[src/rtl/uvs_pkg.sv]
// Shared constants and helpers for the UV sphere vertex generator.
// Depends on nothing; every module in rtl/ imports it.
package uvs_pkg;

   // Grid and precision settings.
   localparam int MAX_GRID       = 1024;
   localparam int TRIG_FRAC_BITS = 14;
   localparam int ANG_BITS       = 24;
   localparam int Q_BITS         = 30;

   // Phase divider: one leading quotient bit plus four per stage over six stages.
   localparam int DIV_STAGES = 6;
   localparam int DIV_STEPS  = 4;
   localparam int QUO_BITS   = 25;

   // Sine/cosine pipeline depth in registers.
   localparam int SC_LAT = 12;
   localparam int HORNER = 4;

   localparam logic [32:0] TWO_PI_Q30 = 33'd6746518852;
   localparam logic [30:0] ONE_Q30    = 31'h4000_0000;

   // Exact reciprocals for the Taylor divisors: floor(v/d) = (v*M) >> S for v < 2^30.
   // Sine divisors 72, 42, 20, 6; cosine divisors 90, 56, 30, 12.
   localparam logic [30:0] SIN_RECIP [HORNER] = '{31'd1908874354, 31'd1636178018,
                                                  31'd1717986919, 31'd1431655766};
   localparam int          SIN_SHIFT [HORNER] = '{37, 36, 35, 33};
   localparam logic [30:0] COS_RECIP [HORNER] = '{31'd1527099484, 31'd1227133514,
                                                  31'd1145324613, 31'd1431655766};
   localparam int          COS_SHIFT [HORNER] = '{37, 36, 35, 34};

   // Configuration register indexes.
   localparam logic [1:0] CSR_RADIUS = 2'd0;
   localparam logic [1:0] CSR_STACKS = 2'd1;
   localparam logic [1:0] CSR_SLICES = 2'd2;

   // Count as used by the arithmetic: zero reads as one, large values clamp.
   function automatic logic [9:0] eff_count(input logic [9:0] n);
      logic [9:0] lim;
      lim = 10'(MAX_GRID - 1);
      if (n == 10'd0) begin
         return 10'd1;
      end
      if (n > lim) begin
         return lim;
      end
      return n;
   endfunction

   // Arithmetic right shift that rounds half away from zero.
   function automatic logic signed [63:0] rnd_sym(input logic signed [63:0] v,
                                                  input int sh);
      logic [63:0] mag;
      logic [63:0] half;
      mag  = v[63] ? 64'(-v) : 64'(v);
      half = 64'd1 << (sh - 1);
      mag  = (mag + half) >> sh;
      return v[63] ? -signed'(mag) : signed'(mag);
   endfunction

endpackage

[src/rtl/uvs_phase_div.sv]
// Pipelined restoring divider: quotient and remainder of dividend * 2^24 / divisor.
// Depends on uvs_pkg; the divisor must hold steady while items are in flight.
module uvs_phase_div (
   input  logic                      clock,
   input  logic [9:0]                dividend,
   input  logic [9:0]                divisor,
   output logic [uvs_pkg::QUO_BITS-1:0] quo,
   output logic [9:0]                rem
);
   import uvs_pkg::*;

   logic [9:0]          rem_ff [DIV_STAGES];
   logic [QUO_BITS-1:0] quo_ff [DIV_STAGES];
   logic                lead_ge;
   logic [9:0]          lead_rem;

   function automatic logic [QUO_BITS+9:0] div_steps(input logic [9:0] r_in,
                                                     input logic [QUO_BITS-1:0] q_in,
                                                     input logic [9:0] d);
      logic [10:0]         sh;
      logic [9:0]          r;
      logic [QUO_BITS-1:0] q;
      r = r_in;
      q = q_in;
      for (int i = 0; i < DIV_STEPS; i++) begin
         sh = {r, 1'b0};
         if (sh >= {1'b0, d}) begin
            r = 10'(sh - {1'b0, d});
            q = {q[QUO_BITS-2:0], 1'b1};
         end else begin
            r = sh[9:0];
            q = {q[QUO_BITS-2:0], 1'b0};
         end
      end
      return {r, q};
   endfunction

   // The dividend never exceeds the divisor, so the top quotient bit is one compare.
   assign lead_ge  = dividend >= divisor;
   assign lead_rem = lead_ge ? 10'(dividend - divisor) : dividend;

   always_ff @(posedge clock) begin
      {rem_ff[0], quo_ff[0]} <= div_steps(lead_rem, QUO_BITS'(lead_ge), divisor);
      for (int s = 1; s < DIV_STAGES; s++) begin
         {rem_ff[s], quo_ff[s]} <= div_steps(rem_ff[s-1], quo_ff[s-1], divisor);
      end
   end

   assign quo = quo_ff[DIV_STAGES-1];
   assign rem = rem_ff[DIV_STAGES-1];

endmodule

[config.mk]
export PLATFORM = sky130hd
export DESIGN_NAME = uvs_phase_div
export DESIGN_NICKNAME = d
export VERILOG_FILES = /design/src/rtl/uvs_pkg.sv /design/src/rtl/uvs_phase_div.sv
export SDC_FILE = /design/constraint.sdc
export NUM_CORES = 1
export LEC_CHECK = 0
export ABC_CLOCK_PERIOD_IN_PS = 16000
export BUFFER_PORTS_ARGS = -buffer_cell sky130_fd_sc_hd__buf_2
export CORE_MARGIN = 4
export CORE_UTILIZATION = 65
export DETAILED_ROUTE_END_ITERATION = 10
export MAX_ROUTING_LAYER = met4
export PLACE_DENSITY = 0.91
export REMOVE_ABC_BUFFERS = 1
export SLEW_MARGIN = 40
export SYNTH_ARGS = -nofsm -noshare
export SYNTH_HDL_FRONTEND = slang
export SYNTH_SLANG_ARGS = --single-unit
[constraint.sdc]
create_clock -name clock -period 16 [get_ports clock]
set_clock_uncertainty 0.15 [all_clocks]
set_input_delay 0.8 -clock clock [delete_from_list [all_inputs] [get_ports clock]]
set_output_delay 0.8 -clock clock [all_outputs]
set_load 0.02 [all_outputs]
==> impl_metrics.env, run 1 <==
export IMPL_wire_per_inst_um=18.2
export IMPL_diodes=0
export IMPL_drt_total_wl_um=41500
export IMPL_required_ps=16170
export IMPL_die_h_um=165
export IMPL_drt_iter0_drc=1426
export IMPL_synth_seq_cells=150
export IMPL_post_route_drc_count=0
export IMPL_nFillCells=1846
export IMPL_final_nets=2198
export IMPL_post_cts_buffers=0
export IMPL_multi_input_area_um2=12400
export IMPL_clock_fmax_mhz=80.8
export IMPL_cp_start_kind="input pin"
export IMPL_grt_start_max_net_pins=61
export IMPL_post_dp_hpwl_um=29500
export IMPL_drv_slew=0
export IMPL_grt_pass1_vias=14300
export IMPL_rsz0062_at_grt="false"
export IMPL_initial_core_util_pct=66.1
export IMPL_tns_ps=0
export IMPL_run_status="complete, no violations"
export IMPL_timing_critical_path_mode_cell="o21ai_0"
export IMPL_synthFlopType="dfxtp_1"
export IMPL_numCtsBuffers=17
export IMPL_antenna_found_initial=0
export IMPL_post_route_period_util_pct=77.4
export IMPL_crit_slowest_cell="nor3b_1"
export IMPL_io_pins=56
export IMPL_setup_viol=0
export IMPL_ant_nets=0
export IMPL_drtPass1Iterations=5
export IMPL_core_area_um2=24200
export IMPL_synth_edf_count=0
export IMPL_syn2layout_area_growth_pct=6.38
export IMPL_endpoint_kind="flip-flop"
export IMPL_crit_type="input pin to flip-flop"
export IMPL_insertion_delay_ps=440
export IMPL_seq_area_frac_synth_pct=18.7
export IMPL_hold_class="flip-flop to flip-flop"
export IMPL_synthesis_area_um2=16000
export IMPL_fin_crit_ps=12380
export IMPL_final_cell_mix="ha_1 (232), nor2_1 (164), a21oi_1 (158)"
export IMPL_fp_dieW_um=165
export IMPL_portBuffers=55
export IMPL_slew_headroom_pct=47.0
export IMPL_critPathMaxStageDelay_ps=630
export IMPL_cts_root_buf="clkbuf_16"
export IMPL_cts_htree_levels=4
export IMPL_grtUsageTotal_pct=31.5
export IMPL_crit_fanout=25
export IMPL_tritoncts="yes"
export IMPL_yosysWarnings=0
export IMPL_drv_cap=0
export IMPL_arrival_ps=12550
export IMPL_tightestPinTransition_ps=795
export IMPL_regArea_um2=3000
export IMPL_rows=57
export IMPL_cts_resized=0
export IMPL_hold_buffers=0
export IMPL_grt_pass1_wl_um=68200
export IMPL_gp_congestion=0.932
export IMPL_drive_gt1_share_pct=14.5
export IMPL_dieArea_um2=27200
export IMPL_hold_viol=0
export IMPL_clk_path_buf_depth=2
export IMPL_routed_via_density=6.41
export IMPL_final_common_cell="ha_1"
export IMPL_cts_sinks=150
export IMPL_cts_clk_slew_worst_paths_ps=70
export IMPL_syn_area_per_cell_um2=8.36
export IMPL_routed_via_count=14600
export IMPL_netlist_instances=1916
export IMPL_globalRouteOverflowTotal=0
export IMPL_ys_types=81
export IMPL_async_flop_share_pct=0
[path summary, 6_finish.rpt]
| path | end | cells after the start | start | slack (ps) |
|---|---|---|---|---|
| setup / recovery | rem_ff[58] | 49 | divisor[3] | 3620 |
| hold / removal | quo[10] | 0 | quo_ff[31] | 170 |
| setup reg to reg | rem_ff[17] | 34 | rem_ff[20] | 5840 |
| hold reg to reg | quo[10] | 0 | quo_ff[31] | 170 |
[per-layer routing]
| layer | routed length, um | vias up | GRT usage (%) | share of wire [%] |
|---|---|---|---|---|
| li1 | - | 7018 | - | - |
| met1 | 17600 | 6843 | 39.1 | 42 |
| met2 | 19500 | 583 | 51.8 | 47 |
| met3 | 3020 | 134 | 4.54 | 7.3 |
| met4 | 1360 | 0 | 12.2 | 3.3 |
| met5 | 0 | - | - | 0 |
[flip-flops by register name, summed over array words and instances (netlist names)]
| name | count |
|---|---|
| rem_ff | 50 |
| rem | 10 |
| quo | 25 |
| quo_ff | 65 |
[per-stage QoR]
step	setup WS [ps]	instances	util [%]	hold WS, ps	instance area [um2]
floorplan	4340	1848	-	160	15600
global placement	3550	2243	67.7	161	16400
detailed placement	3020	2243	67.7	162	16400
CTS	3360	2273	70.2	173	17000
global route	2440	2273	70.3	178	17000
finish	3620	2273	70.3	171	17000
[final cells by class]
type | instances | area share, %
Multi-Input combinational cell | 1628 | 72.6
Sequential cell | 150 | 17.6
Clock buffer | 20 | 2.68
Tap cell | 324 | 2.38
Timing Repair Buffer | 71 | 2.32
Inverter | 70 | 1.54
Clock inverter | 10 | 0.859
[critical path: cells and delay by family]
kind / cells / cell delay [ps]
AOI/OAI and AO/OA: 23 / 5120
and+or+nand+nor: 10 / 2310
muxes: 5 / 1680
adders and majority gates: 5 / 1590
buffers and inverters: 6 / 980
[synthesized netlist by cell type (32+ instances only)]
| cell type | count | area share, % |
|---|---|---|
| dfxtp_1 | 150 | 19 |
| nor3_1 | 47 | 1.5 |
| a21o_1 | 86 | 4.0 |
| nand2_1 | 108 | 2.5 |
| o21ai_0 | 100 | 3.1 |
| mux2_2 | 126 | 8.9 |
| o21a_1 | 50 | 2.3 |
| nor2b_1 | 50 | 2.0 |
| nor2_1 | 166 | 3.9 |
| buf_4 | 36 | 1.7 |
| nand2b_1 | 51 | 2.0 |
| inv_1 | 66 | 1.5 |
| nand4_1 | 32 | 1.2 |
| ha_1 | 232 | 18 |
| xnor2_1 | 117 | 6.4 |
| a21oi_1 | 158 | 4.9 |
| xor2_1 | 42 | 2.3 |
[kinds of logic after synthesis]
| kind of cell | Yosys count | synth area share (%) |
|---|---|---|
| xor+xnor | 159 | 8.69 |
| compound gates | 540 | 22.2 |
| simple gates | 542 | 16.7 |
| fa+ha+maj | 239 | 19.0 |
| flops | 150 | 18.7 |
| buf+inv | 138 | 4.16 |
| mux | 148 | 10.5 |
Power of run 1 is left out: the tool's default activity adds up to more than one toggle a clock period on the data nets, which glitch-free logic cannot reach.
==> run 2: changes to the inputs <==
- ABC_AREA: default -> 1
- ABC_CLOCK_PERIOD_IN_PS: 16000 -> 9900
- CORE_UTILIZATION: 65 -> 59
- PLACE_DENSITY: 0.91 -> 0.87
- clock period: 16 -> 9.9 ns (I/O delays scaled with it)
==> run 2 against run 1 <==
Effect of this change:
- global-route usage shrank 2.3 points
- die area grew 15%
- hold slack lost 2.2 ps
- clock-buffer cell count is the same
- design area grew 4.0%
- first-iteration DRC count grew 6.1%
- register-to-register slack lost 4300 ps
- sequential share of layout area shrank 0.68 points
- utilization shrank 7.0 points
- via count grew 14%
- cell count grew 27%
- critical path type unchanged
==> impl_metrics.env, run 2 <==
export IMPL_synthesis_area_um2=16900
export IMPL_clk_path_buf_depth=2
export IMPL_synth_most_common_cell="nand2_1"
export IMPL_synthFlopType="dfxtp_1"
export IMPL_netlist_instances=2488
export IMPL_dieArea_um2=31400
export IMPL_post_route_drc_count=0
export IMPL_routed_via_count=16600
export IMPL_synth_seq_cells=150
export IMPL_rsz0062_at_grt="false"
export IMPL_tightestPinTransition_ps=791
export IMPL_core_area_um2=28000
export IMPL_synth_edf_count=0
export IMPL_synth_area_top_cells="dfxtp_1 (18%), ha_1 (17%), nand2_1 (15%)"
export IMPL_synth_top_area_share_pct=17.8
export IMPL_ant_nets=0
export IMPL_insertion_delay_ps=440
export IMPL_gp_congestion=0.986
export IMPL_antenna_found_initial=0
export IMPL_largest_reg_flops=65
export IMPL_grt_start_max_net_pins=54
export IMPL_required_ps=10080
export IMPL_arrival_ps=9210
export IMPL_setup_viol=0
export IMPL_tritoncts="yes"
export IMPL_synth_commonest_cells="nand2_1 (672), inv_1 (243), ha_1 (232)"
export IMPL_drv_slew=0
export IMPL_fin_crit_ps=9030
export IMPL_seq_area_frac_synth_pct=17.8
export IMPL_slew_headroom_pct=47.2
export IMPL_grt_pass1_wl_um=74500
export IMPL_initial_core_util_pct=60.2
export IMPL_drt_iter0_drc=1513
export IMPL_syn2layout_area_growth_pct=5.07
export IMPL_tns_ps=0
export IMPL_portBuffers=55
export IMPL_async_flop_share_pct=0
export IMPL_drv_cap=0
export IMPL_cts_clk_slew_worst_paths_ps=70
export IMPL_hold_viol=0
export IMPL_routed_via_density=5.75
export IMPL_crit_type="input pin to flip-flop"
export IMPL_endpoint_kind="flip-flop"
export IMPL_globalRouteOverflowTotal=0
export IMPL_hold_buffers=0
export IMPL_final_nets=2759
export IMPL_hold_class="flip-flop to flip-flop"
export IMPL_drt_total_wl_um=44500
export IMPL_grt_pass1_vias=16000
export IMPL_yosysWarnings=0
export IMPL_diodes=0
export IMPL_cpLargestDelayFamily="simple AND/OR/NAND/NOR gates"
export IMPL_synth_largest_area_cell="dfxtp_1"
export IMPL_timing_critical_path_mode_cell="nand2_1"
export IMPL_die_h_um=177
export IMPL_crit_slowest_cell="fa_1"
export IMPL_grtUsageTotal_pct=29.2
export IMPL_final_common_cell="nand2_1"
export IMPL_cts_sinks=150
export IMPL_clock_fmax_mhz=111
export IMPL_rows=61
export IMPL_drtPass1Iterations=6
export IMPL_critPathMaxStageDelay_ps=450
export IMPL_run_status="complete, no violations"
export IMPL_io_pins=56
export IMPL_cts_htree_levels=4
export IMPL_cts_root_buf="clkbuf_16"
export IMPL_wire_per_inst_um=15.4
export IMPL_crit_fanout=15
export IMPL_final_cell_mix="nand2_1 (672), inv_1 (243), ha_1 (232)"
export IMPL_cp_start_kind="input pin"
export IMPL_fp_dieW_um=177
export IMPL_syn_area_per_cell_um2=6.78
export IMPL_numCtsBuffers=17
export IMPL_post_route_period_util_pct=91.2
export IMPL_ys_types=57
export IMPL_drive_gt1_share_pct=7.65
export IMPL_post_dp_hpwl_um=32700
export IMPL_critPathBufInv=6
==> run 2: changes by cell type after synthesis, moves of 18 or more <==
cell	previous run	this run
clkbuf_1	20	2
o21a_1	50	3
o21bai_1	6	24
a21o_1	86	14
nand2_1	108	672
nand3_1	18	199
a21oi_1	158	193
nor2_1	166	146
inv_1	66	243
xor2_1	42	134
mux2_2	126	0
nor2b_1	50	0
nand2b_1	51	0
xnor2_1	117	66
==> run 2: area by class of cell <==
type	count	area, um2
Multi-Input combinational cell	2007	12300
Tap cell	378	473
Fill cell	2506	10300
Inverter	249	935
Clock inverter	10	97.6
Timing Repair Buffer	74	430
Clock buffer	20	457
Sequential cell	150	3000
==> run 2: final timing paths <==
path,from,end,slack (ps),cells past startpoint
max reg2reg,rem_ff[55],rem_ff[42],1560,46
min reg2reg,quo_ff[76],quo_ff[55],170,0
min,quo_ff[76],quo_ff[55],170,0
max,divisor[0],rem_ff[57],870,52
==> run 2: layer usage <==
| metal | share of wire (%) | global-route usage, % |
|---|---|---|
| met1 | 43 | 35.8 |
| met2 | 46 | 48.4 |
| met3 | 6.7 | 3.46 |
| met4 | 4.2 | 13.0 |
| met5 | 0 | - |
==> run 2: stage by stage <==
stage / setup WS, ps / hold WS [ps] / instance area, um2 / utilization [%] / instances
finish: 875 / 168 / 17700 / 63.3 / 2888
global route: 109 / 173 / 17700 / 63.3 / 2888
CTS: 764 / 169 / 17700 / 63.2 / 2887
detailed placement: 353 / 162 / 17100 / 61.2 / 2857
global placement: 773 / 160 / 17100 / 61.2 / 2857
floorplan: 775 / 160 / 16200 / - / 2406
==> run 2: logic make-up after synthesis <==
kind of cell,Yosys count,synth area share (%)
buf+inv,331,9.25
xor+xnor,200,10.4
fa+ha+maj,239,18.0
simple gates,1158,30.1
flops,150,17.8
compound gates,410,14.4
==> run 2: worst reg2reg max path, delay by kind of cell, from the launching register on <==
kind	cells	cell delay [ps]
buf+inv	2	470
fa+ha+maj	4	1420
simple gates	24	2870
flops	1	330
compound gates	16	3000
==> run 2: repair_timing <==
action | CTS | global route
setup endpoints to repair | 0 | 11
buffers inserted | 0 | 0
resized for setup | 0 | 4
Power of run 2 is left out for the same reason.
